File: src/mm_pkg.sv
`default_nettype none

package mm_pkg;

  localparam int MAX_DIM = 8;
  localparam int IDX_W   = $clog2(MAX_DIM);
  localparam int ADDR_W  = 2 * IDX_W;
  localparam int DEPTH   = MAX_DIM * MAX_DIM;
  localparam int DIM_W   = 4;
  localparam int VAL_W   = 16;
  localparam int PROD_W  = 2 * VAL_W;
  localparam int SUM_W   = 35;
  localparam int FUNC_W  = 2;
  localparam int CIDX_W  = 2;

  localparam logic [FUNC_W-1:0] FUNC_LOAD_A  = 2'd0;
  localparam logic [FUNC_W-1:0] FUNC_LOAD_B  = 2'd1;
  localparam logic [FUNC_W-1:0] FUNC_COMPUTE = 2'd2;

  localparam logic [CIDX_W-1:0] REG_ROWS_A    = 2'd0;
  localparam logic [CIDX_W-1:0] REG_INNER_DIM = 2'd1;
  localparam logic [CIDX_W-1:0] REG_COLS_B    = 2'd2;

  typedef enum logic [1:0] {
    ST_IDLE,
    ST_RUN,
    ST_WAIT,
    ST_EMIT
  } state_t;

  // Highest usable index for a size register: zero acts as one and
  // anything above the maximum acts as the maximum.
  function automatic logic [IDX_W-1:0] last_index(input logic [DIM_W-1:0] v);
    logic [DIM_W-1:0] d;
    begin
      if (v == '0) begin
        d = DIM_W'(1);
      end else if (v > DIM_W'(MAX_DIM)) begin
        d = DIM_W'(MAX_DIM);
      end else begin
        d = v;
      end
      last_index = IDX_W'(d - DIM_W'(1));
    end
  endfunction

endpackage

`default_nettype wire

File: src/mm_if.sv
`default_nettype none

interface mm_cmd_if;
  logic                               valid;
  logic                               ready;
  logic        [mm_pkg::FUNC_W-1:0]   func;
  logic        [mm_pkg::IDX_W-1:0]    row;
  logic        [mm_pkg::IDX_W-1:0]    col;
  logic signed [mm_pkg::VAL_W-1:0]    value;

  modport source (output valid, func, row, col, value, input ready);
  modport sink   (input valid, func, row, col, value, output ready);
endinterface

interface mm_res_if;
  logic                               valid;
  logic                               ready;
  logic        [mm_pkg::IDX_W-1:0]    out_row;
  logic        [mm_pkg::IDX_W-1:0]    out_col;
  logic signed [mm_pkg::SUM_W-1:0]    sum;
  logic                               last;

  modport source (output valid, out_row, out_col, sum, last, input ready);
  modport sink   (input valid, out_row, out_col, sum, last, output ready);
endinterface

`default_nettype wire

File: src/matrix_multiply_unit.sv
`default_nettype none

// Matrix multiply unit. Words on the cmd channel either load one signed Q8.8
// element of A or B into its on-chip store, or start a product C = A * B.
// A load is dropped silently when its row or column lies outside the
// configured size. A compute word makes the unit walk the stores and return C
// in row-major order on the res channel, one word per entry, each an exact
// signed Q19.16 dot product with last set on the final entry. For each entry
// the two stores, each with a single registered read port, and one shared
// multiplier take in one product term per cycle; the terms drain through the
// read, product and accumulate registers, and the entry is handed to the
// output register once it is free, so a stalling sink holds up the walk.
// The unit accepts no new cmd word until the product is walked, but the last
// entry may still sit in the output register while the next word is taken.
// Size registers are written over the cfg port; the user must write them
// only while the unit is idle; the block does not enforce it. A value of
// zero acts as one and values above eight act as eight. Store entries have
// no reset value, so a product must only touch entries that were loaded.
module matrix_multiply_unit (
  input  wire logic                          clk,
  input  wire logic                          rst,
  input  wire logic                          cfg_we,
  input  wire logic [mm_pkg::CIDX_W-1:0]     cfg_index,
  input  wire logic [mm_pkg::DIM_W-1:0]      cfg_data,
  mm_cmd_if.sink                             cmd,
  mm_res_if.source                           res
);

  // Size registers.
  logic [mm_pkg::DIM_W-1:0] rows_a;
  logic [mm_pkg::DIM_W-1:0] inner_dim;
  logic [mm_pkg::DIM_W-1:0] cols_b;

  always_ff @(posedge clk) begin
    if (rst) begin
      rows_a    <= mm_pkg::DIM_W'(mm_pkg::MAX_DIM);
      inner_dim <= mm_pkg::DIM_W'(mm_pkg::MAX_DIM);
      cols_b    <= mm_pkg::DIM_W'(mm_pkg::MAX_DIM);
    end else if (cfg_we) begin
      unique case (cfg_index)
        mm_pkg::REG_ROWS_A:    rows_a    <= cfg_data;
        mm_pkg::REG_INNER_DIM: inner_dim <= cfg_data;
        mm_pkg::REG_COLS_B:    cols_b    <= cfg_data;
        default: ;
      endcase
    end
  end

  logic [mm_pkg::IDX_W-1:0] m_last;
  logic [mm_pkg::IDX_W-1:0] k_last;
  logic [mm_pkg::IDX_W-1:0] n_last;

  assign m_last = mm_pkg::last_index(rows_a);
  assign k_last = mm_pkg::last_index(inner_dim);
  assign n_last = mm_pkg::last_index(cols_b);

  // Control state.
  mm_pkg::state_t st;
  mm_pkg::state_t st_next;

  logic [mm_pkg::IDX_W-1:0] i_idx;
  logic [mm_pkg::IDX_W-1:0] j_idx;
  logic [mm_pkg::IDX_W-1:0] r_idx;
  logic                     acc_done;

  logic cmd_fire;
  logic load_a;
  logic load_b;
  logic start;
  logic issue;
  logic issue_last;
  logic out_free;
  logic emit;
  logic final_entry;

  assign cmd_fire    = cmd.valid && cmd.ready;
  assign out_free    = !res.valid || res.ready;
  assign final_entry = (i_idx == m_last) && (j_idx == n_last);
  assign issue_last  = issue && (r_idx == k_last);

  // Next-state logic.
  always_comb begin
    st_next = st;
    unique case (st)
      mm_pkg::ST_IDLE: begin
        if (start) begin
          st_next = mm_pkg::ST_RUN;
        end
      end
      mm_pkg::ST_RUN: begin
        if (r_idx == k_last) begin
          st_next = mm_pkg::ST_WAIT;
        end
      end
      mm_pkg::ST_WAIT: begin
        if (acc_done) begin
          st_next = mm_pkg::ST_EMIT;
        end
      end
      mm_pkg::ST_EMIT: begin
        if (out_free) begin
          st_next = final_entry ? mm_pkg::ST_IDLE : mm_pkg::ST_RUN;
        end
      end
      default: st_next = mm_pkg::ST_IDLE;
    endcase
  end

  // Decoded controls for the current state.
  always_comb begin
    cmd.ready = 1'b0;
    load_a    = 1'b0;
    load_b    = 1'b0;
    start     = 1'b0;
    issue     = 1'b0;
    emit      = 1'b0;
    unique case (st)
      mm_pkg::ST_IDLE: begin
        cmd.ready = 1'b1;
        if (cmd_fire) begin
          unique case (cmd.func)
            mm_pkg::FUNC_LOAD_A:
              load_a = (cmd.row <= m_last) && (cmd.col <= k_last);
            mm_pkg::FUNC_LOAD_B:
              load_b = (cmd.row <= k_last) && (cmd.col <= n_last);
            mm_pkg::FUNC_COMPUTE:
              start = 1'b1;
            default: ;
          endcase
        end
      end
      mm_pkg::ST_RUN:  issue = 1'b1;
      mm_pkg::ST_WAIT: ;
      mm_pkg::ST_EMIT: emit = out_free;
      default: ;
    endcase
  end

  always_ff @(posedge clk) begin
    if (rst) begin
      st <= mm_pkg::ST_IDLE;
    end else begin
      st <= st_next;
    end
  end

  // Row, column and term counters of the walk.
  always_ff @(posedge clk) begin
    if (rst) begin
      i_idx <= '0;
      j_idx <= '0;
      r_idx <= '0;
    end else if (start) begin
      i_idx <= '0;
      j_idx <= '0;
      r_idx <= '0;
    end else if (issue) begin
      if (r_idx != k_last) begin
        r_idx <= r_idx + 1'b1;
      end
    end else if (emit) begin
      r_idx <= '0;
      if (j_idx == n_last) begin
        j_idx <= '0;
        i_idx <= i_idx + 1'b1;
      end else begin
        j_idx <= j_idx + 1'b1;
      end
    end
  end

  // Element stores, one write and one registered read port each. Writes happen
  // only while idle and read data is used only while walking, so they never meet.
  logic [mm_pkg::VAL_W-1:0]  a_mem [mm_pkg::DEPTH];
  logic [mm_pkg::VAL_W-1:0]  b_mem [mm_pkg::DEPTH];
  logic [mm_pkg::ADDR_W-1:0] a_waddr;
  logic [mm_pkg::ADDR_W-1:0] b_waddr;
  logic [mm_pkg::ADDR_W-1:0] a_raddr;
  logic [mm_pkg::ADDR_W-1:0] b_raddr;
  logic [mm_pkg::VAL_W-1:0]  a_q;
  logic [mm_pkg::VAL_W-1:0]  b_q;

  assign a_waddr = {cmd.row, cmd.col};
  assign b_waddr = {cmd.row, cmd.col};
  assign a_raddr = {i_idx, r_idx};
  assign b_raddr = {r_idx, j_idx};

  always_ff @(posedge clk) begin
    if (load_a) begin
      a_mem[a_waddr] <= cmd.value;
    end
    a_q <= a_mem[a_raddr];
  end

  always_ff @(posedge clk) begin
    if (load_b) begin
      b_mem[b_waddr] <= cmd.value;
    end
    b_q <= b_mem[b_raddr];
  end

  // Term pipeline: read, multiply, accumulate.
  logic                            rd_v;
  logic                            rd_last;
  logic                            prod_v;
  logic                            prod_last;
  logic signed [mm_pkg::PROD_W-1:0] prod;
  logic signed [mm_pkg::SUM_W-1:0]  acc;

  always_ff @(posedge clk) begin
    if (rst) begin
      rd_v      <= 1'b0;
      rd_last   <= 1'b0;
      prod_v    <= 1'b0;
      prod_last <= 1'b0;
    end else begin
      rd_v      <= issue;
      rd_last   <= issue_last;
      prod_v    <= rd_v;
      prod_last <= rd_last;
    end
  end

  always_ff @(posedge clk) begin
    prod <= $signed(a_q) * $signed(b_q);
  end

  always_ff @(posedge clk) begin
    if (rst) begin
      acc      <= '0;
      acc_done <= 1'b0;
    end else if (emit || start) begin
      acc      <= '0;
      acc_done <= 1'b0;
    end else if (prod_v) begin
      acc <= acc + {{(mm_pkg::SUM_W - mm_pkg::PROD_W){prod[mm_pkg::PROD_W-1]}}, prod};
      if (prod_last) begin
        acc_done <= 1'b1;
      end
    end
  end

  // Output register; the walk can go on while a finished entry waits here.
  logic                            res_valid;
  logic [mm_pkg::IDX_W-1:0]        res_row;
  logic [mm_pkg::IDX_W-1:0]        res_col;
  logic signed [mm_pkg::SUM_W-1:0] res_sum;
  logic                            res_last;

  always_ff @(posedge clk) begin
    if (rst) begin
      res_valid <= 1'b0;
    end else if (emit) begin
      res_valid <= 1'b1;
    end else if (res.ready) begin
      res_valid <= 1'b0;
    end
  end

  always_ff @(posedge clk) begin
    if (emit) begin
      res_row  <= i_idx;
      res_col  <= j_idx;
      res_sum  <= acc;
      res_last <= final_entry;
    end
  end

  assign res.valid   = res_valid;
  assign res.out_row = res_row;
  assign res.out_col = res_col;
  assign res.sum     = res_sum;
  assign res.last    = res_last;

  // A finished entry is only held while the walk waits for it or hands it
  // over to the output register.
  assert property (@(posedge clk) disable iff (rst)
    acc_done |-> (st == mm_pkg::ST_WAIT || st == mm_pkg::ST_EMIT))
    else $error("entry finished outside the wait and emit states");

  // Handing over the final entry ends the product.
  assert property (@(posedge clk) disable iff (rst)
    (emit && final_entry) |=> st == mm_pkg::ST_IDLE)
    else $error("walk did not end after the final entry");

  // Products only arrive while an entry is being summed.
  assert property (@(posedge clk) disable iff (rst)
    prod_v |-> (st == mm_pkg::ST_RUN || st == mm_pkg::ST_WAIT))
    else $error("product term outside an entry");

  // The term counter stays within the inner dimension during a walk.
  assert property (@(posedge clk) disable iff (rst)
    st == mm_pkg::ST_RUN |-> r_idx <= k_last)
    else $error("term index beyond inner dimension");

endmodule

`default_nettype wire
File: src/flat_wrapper.sv
// flat-port wrapper written by rule: the top's interface ports become plain ports
module matrix_multiply_unit_flat 
  (clk, rst, cfg_we, cfg_index, cfg_data, cmd_valid, cmd_func, cmd_row, cmd_col, cmd_value, cmd_ready, res_valid, res_out_row, res_out_col, res_sum, res_last, res_ready);
  mm_cmd_if cmd_i ();
  mm_res_if res_i ();
  input  wire logic clk;
  input  wire logic rst;
  input  wire logic cfg_we;
  input  wire logic [mm_pkg::CIDX_W-1:0] cfg_index;
  input  wire logic [mm_pkg::DIM_W-1:0] cfg_data;
  input wire logic [$bits(cmd_i.valid)-1:0] cmd_valid;
  input wire logic [$bits(cmd_i.func)-1:0] cmd_func;
  input wire logic [$bits(cmd_i.row)-1:0] cmd_row;
  input wire logic [$bits(cmd_i.col)-1:0] cmd_col;
  input wire logic [$bits(cmd_i.value)-1:0] cmd_value;
  output wire logic [$bits(cmd_i.ready)-1:0] cmd_ready;
  output wire logic [$bits(res_i.valid)-1:0] res_valid;
  output wire logic [$bits(res_i.out_row)-1:0] res_out_row;
  output wire logic [$bits(res_i.out_col)-1:0] res_out_col;
  output wire logic [$bits(res_i.sum)-1:0] res_sum;
  output wire logic [$bits(res_i.last)-1:0] res_last;
  input wire logic [$bits(res_i.ready)-1:0] res_ready;
  assign cmd_i.valid = cmd_valid;
  assign cmd_i.func = cmd_func;
  assign cmd_i.row = cmd_row;
  assign cmd_i.col = cmd_col;
  assign cmd_i.value = cmd_value;
  assign cmd_ready = cmd_i.ready;
  assign res_valid = res_i.valid;
  assign res_out_row = res_i.out_row;
  assign res_out_col = res_i.out_col;
  assign res_sum = res_i.sum;
  assign res_last = res_i.last;
  assign res_i.ready = res_ready;
  matrix_multiply_unit u_core (.clk(clk), .rst(rst), .cfg_we(cfg_we), .cfg_index(cfg_index), .cfg_data(cfg_data), .cmd(cmd_i), .res(res_i));
endmodule
File: config.mk
export PLATFORM = sky130hd
export DESIGN_NAME = matrix_multiply_unit_flat
export DESIGN_NICKNAME = d
export VERILOG_FILES = /design/src/mm_pkg.sv /design/src/mm_if.sv /design/src/matrix_multiply_unit.sv /design/src/flat_wrapper.sv
export SDC_FILE = /design/constraint.sdc
export NUM_CORES = 2
export LEC_CHECK = 0
export ABC_AREA = 1
export BUFFER_PORTS_ARGS = -buffer_cell sky130_fd_sc_hd__buf_4
export CORE_MARGIN = 5
export CORE_UTILIZATION = 35
export CTS_CLUSTER_SIZE = 20
export DETAILED_ROUTE_END_ITERATION = 12
export GPL_TIMING_DRIVEN = 1
export MAX_ROUTING_LAYER = met4
export PLACE_DENSITY = 0.46
export SKIP_CTS_REPAIR_TIMING = 1
export SLEW_MARGIN = 20
export SYNTH_ARGS = -nofsm -noshare
export SYNTH_HDL_FRONTEND = slang
export SYNTH_SLANG_ARGS = --single-unit
File: constraint.sdc
create_clock -name clk -period 6.9 [get_ports clk]
set_clock_uncertainty 0.1 [all_clocks]
set_input_delay 0.69 -clock clk [delete_from_list [all_inputs] [get_ports clk]]
set_output_delay 0.69 -clock clk [all_outputs]
set_load 0.1 [all_outputs]
After elaboration in Yosys (flattened, before gate mapping)
Memories as Yosys holds them, arrays and structs flattened. A register that Yosys moved wholly into a read port is not among the register bits.
Index checks and enable logic that the tools add are counted.
W data, S select, Z words.
{"block": "word_totals", "mem_bits_rw": 2048, "out_inout_bits": 44, "romBits": 0, "latch_bits": 0, "regBits": 138, "mem_count": 2}
{"memory": "u_core.a_mem", "words": 64, "word_bits": 16, "read_ports": 1, "rd_clocked_by_memory_dff": 1, "write_ports": 1, "line_no": "matrix_multiply_unit.sv:174", "rtl": "logic [mm_pkg::VAL_W-1:0] a_mem [mm_pkg::DEPTH];"}
{"memory": "u_core.b_mem", "words": 64, "word_bits": 16, "read_ports": 1, "rd_clocked_by_memory_dff": 1, "write_ports": 1, "line_no": "matrix_multiply_unit.sv:175", "rtl": "logic [mm_pkg::VAL_W-1:0] b_mem [mm_pkg::DEPTH];"}
{"block": "op_classes", "n_div": 0, "multipliers": 1, "bitwise_logic": 1, "muxes": 34, "n_shift": 0, "n_eq_ne": 16, "reduce_logical": 26, "n_lt_le_gt_ge": 7, "add_sub_neg": 7}
{"operator": "$add A35 B35 Y35", "count": 1}
{"operator": "$mul A16 B16 Y32", "count": 1}
{"operator": "$mux W3", "count": 10}
{"operator": "$mux W1", "count": 19}
{"operator": "$gt A4 B4 Y1 const B", "count": 3}
{"operator": "$le A3 B3 Y1", "count": 4}
{"operator": "$logic_not A4 Y1", "count": 3}
{"operator": "$reduce_and A2 Y1", "count": 6}
{"operator": "$add A3 B1 Y3 const B", "count": 3}
{"operator": "$eq A3 B3 Y1", "count": 3}
{"operator": "$sub A3 B1 Y3 const B", "count": 3}
{"operator": "$eq A2 B2 Y1 const B", "count": 4}
{"operator": "$mux W2", "count": 4}
{"operator": "$ne A2 B1 Y1 const B", "count": 4}
{"operator": "$pmux W2 S4", "count": 1}
{"operator": "$eq A2 B1 Y1 const B", "count": 3}
{"operator": "$logic_not A2 Y1", "count": 3}
{"operator": "$logic_and A1 B1 Y1", "count": 5}
{"operator": "$reduce_and A4 Y1", "count": 1}
{"operator": "$reduce_bool A2 Y1", "count": 2}
{"operator": "$reduce_or A2 Y1", "count": 2}
{"operator": "$ne A3 B3 Y1", "count": 1}
{"operator": "$reduce_and A3 Y1", "count": 1}
{"operator": "$logic_or A1 B1 Y1", "count": 2}
{"operator": "other kinds (3)", "count": 3}

Depth between registers and ports, before layout
{"block": "depth", "ltp_word": 11, "mapped_depth": 26, "depth_no_buf": 24}

Least setup slack after synthesis
OpenSTA, ideal clock, no wires.
{"block": "synth_path", "kind": "register -> register", "from": "register u_core.b_q[5] (netlist bit), read port of u_core.b_mem", "to": "register u_core.prod[27] (netlist bit)", "t_arrival_ps": 5358, "t_required_ps": 6680, "path_stages_with_launch": 23, "path_buffers": 2, "setup_ps": 120, "setup_slack_ps": 1322, "synth_period_minus_slack_ps": 5578, "cell_sequence": "dfxtp_1 clkbuf_1 clkbuf_1 nand2_1 fa_1 inv_1 fa_1 inv_1 fa_1 fa_1 inv_1 fa_1 inv_1 fa_1 inv_1 ha_1 a21oi_1 o21ai_0 a21oi_1 nand3_1 nand2_1 nand2_1 xor2_1"}
{"block": "synth_between", "elab_chain_cells": 1}
{"item": "start: declaration", "line_no": "matrix_multiply_unit.sv:181", "rtl": "logic [mm_pkg::VAL_W-1:0] b_q;"}
{"item": "$mul A16 B16 Y32", "line_no": "matrix_multiply_unit.sv:225", "rtl": "prod <= $signed(a_q) * $signed(b_q);"}
{"item": "end signal: assignment", "line_no": "matrix_multiply_unit.sv:225"}
{"item": "end: declaration", "line_no": "matrix_multiply_unit.sv:207", "rtl": "logic signed [mm_pkg::PROD_W-1:0] prod;"}
Every way passes these cells.
A chain may end at the register's enable or synchronous reset.

Worst setup path after layout
{"block": "layout_path", "from": "register u_core.b_q[1] (netlist bit), read port of u_core.b_mem", "to": "register u_core.prod[27] (netlist bit)"}
The elaborated chain is that of the path after synthesis.

==> run metrics <==
outcome=finished clean; Hold Path End=u_core.inner_dim[0]$_SDFFE_PP0P_; CP max FO=16; dpl cells=12100; crit path kind=reg2reg; TNS Setup=0 ps; First DRT Iteration DRCs=5805; Worst R2R Path Depth=20; CTS tree=built; EDFF count, synth=2090; fin util=0.396; post-layout minimum cycle time=6330 ps; CTS HTree Levels=4; NumNets Final=9019; Reg2Reg Setup Slack=570 ps; largest net degree at the start of global routing=190; hold_sp=cfg_data[0]; Core ar.=282000 um2; initial antenna violation count=16; CTS sink count=2218; starting density of the core=0.352; unrepaired setup endpoints after global routing=no; Distinct cells, synth=45; Worst-Skew Late Latency=920 ps; post-route insts no fill=12500; Synth Area per Inst=11.6 um2; die area=294000 um2; Placement Setup Slack=548 ps; share of layout cells above drive strength 1=0.0818; Routed Antenna Nets=0; Vias=65700; Clock transition at path regs=60 ps; Routed WL per cell=24.8 um; PnR worst setup slack=571 ps; GRT overflow=0; YS warnings=0; first-pass GRT wire length=454 mm; CTS max path bufs=4; Fmax achieved=158 MHz; worst path required time=7570 ps; Mapped Area=99200 um2; vias in the first global route=64500; Max-Cap Viols=0; Root Driver=clkbuf_16; Post-Syn Nets=9023; sequential area share after synthesis=0.658; DR pass1 iterations=5; Critical Path AT=7000 ps; io pins=79; DRC=0; final clock period utilization by the worst path=0.917; dpl hpwl=185 mm; hold path cells=3; relative slew slack=0.264; Rows=195; Final Hold Viols=0; DR vias/cell=5.24; global placer's final weighted congestion=0.849; Syn Inst Count=8587; Yosys reg bits=2218; crit end category=flop; CTS buffer count=239; async set or reset register ratio after synthesis=0; Vert. Die Dim=542 um; Critical Path Start Type=flop; Layout area overhead=12.7%; Final Max Slew Viols=0; Slew @ Worst Pin=1100 ps; final setup violating endpoints=0; reg2reg start=u_core.b_q[1]$_DFF_P_; IO Port Bufs=78; Die Wd=542 um; final WL=311 mm; Hold Path Class=in2reg; Top FF cell, synth=edfxtp_1; total global-route track usage=0.212; R2R Path End=u_core.prod[27]$_DFF_P_
-- registers in the layout (all words and copies together), names as in the netlist, 2 cells and up --
signal / flops
u_core.cols_b: 4
u_core.inner_dim: 4
u_core.res.sum: 35
u_core.i_idx: 3
u_core.st: 2
u_core.b_mem: 1024
u_core.rows_a: 4
u_core.a_q: 16
u_core.a_mem: 1024
u_core.r_idx: 3
u_core.acc: 35
u_core.j_idx: 3
u_core.res.out_row: 3
u_core.res.out_col: 3
u_core.b_q: 16
u_core.prod: 32
-- worst max-delay path, stage by stage (launching register included) --
cell and delay (ps):
dfxtp_1 800, nand2_1 210, inv_1 160, fa_1 580
fa_1 760, inv_1 190, fa_1 450, fa_1 540
inv_1 50, fa_1 530, inv_1 50, fa_1 470
inv_1 40, ha_1 330, a21oi_1 200, o21ai_0 160
a21oi_1 160, nand3_1 140, nand2_1 80, nand2_1 60
xor2_1 150
-- placed cells by master (no fill, tap or decap), drive strengths merged, types with 47 or more instances in the layout --
cell	n
edfxtp	2090
nor2	1407
o21ai	1221
nand2	1057
inv	602
o22ai	512
nand3	318
clkbuf	311
buf	281
fa	263
a21oi	148
ha	138
dfxtp	128
clkinv	103
xor2	47
-- cells by family (layout without fill, tap and decap cells) --
logic type	after synthesis	in the layout	share of synthesized area
XOR/XNOR	61	61	0.00538
adder cells (fa/ha/maj)	401	401	0.0705
flip-flops	2218	2218	0.658
other	0	15	0
AND/OR/NAND/NOR	2857	2857	0.114
buffers and inverters	1126	1320	0.0477
AO/OA/AOI/OAI	1924	1924	0.105
-- stage by stage --
| stage | hold slack [ps] | instance area (um2) |
|---|---|---|
| final | 30.1 | 112000 |
| after floorplan | 288 | 99200 |
| after global placement | 284 | 104000 |
| after global routing | 23.9 | 112000 |
| after detailed placement | 295 | 104000 |
| after CTS | -125 | 112000 |
-- how the worst max path moves through the flow --
stage | startpoint | end | slack [ps]
4_1_cts | u_core.b_q[1]$_DFF_P_ | u_core.prod[27]$_DFF_P_ | 580
2_1_floorplan | u_core.b_q[5]$_DFF_P_ | u_core.prod[27]$_DFF_P_ | 1320
3_5_place_dp | u_core.b_q[1]$_DFF_P_ | u_core.prod[27]$_DFF_P_ | 550
6_report | u_core.b_q[1]$_DFF_P_ | u_core.prod[27]$_DFF_P_ | 570
3_3_place_gp | u_core.b_q[1]$_DFF_P_ | u_core.prod[27]$_DFF_P_ | 530
5_1_grt | u_core.b_q[1]$_DFF_P_ | u_core.prod[27]$_DFF_P_ | 210
-- cells in the mapped netlist (all sizes together) (128+ instances only) --
cell	count	area share
edfxtp	2090	0.63
fa	263	0.053
buf	214	0.013
a21oi	148	0.0075
clkbuf	313	0.012
dfxtp	128	0.026
nor2	1407	0.053
o21ai	1221	0.062
ha	138	0.017
o22ai	512	0.032
inv	598	0.023
nand3	318	0.016
nand2	1057	0.040
-- routing by layer --
metal | wire length [um] | track usage | vias to the layer above
met4 | 8850 | 0.0574 | 0
met2 | 148000 | 0.341 | 1756
met1 | 138000 | 0.285 | 33400
met3 | 16600 | 0.0278 | 418
li1 | - | - | 30100
met5 | 0 | - | -
-- area by class of cell --
type / instances / area (um2)
inverters: 599 / 2310
flip-flops and latches: 2218 / 65300
repair buffers: 282 / 2360
clock inverters: 128 / 1100
multi-input cells: 5243 / 29500
fillers: 27000 / 170000
well taps: 3743 / 4680
clock buffers: 311 / 6440
diodes: 15 / 37.5
Power is not shown: default switching activity piles up to over one toggle a cycle in this logic, so the estimate is an artifact.
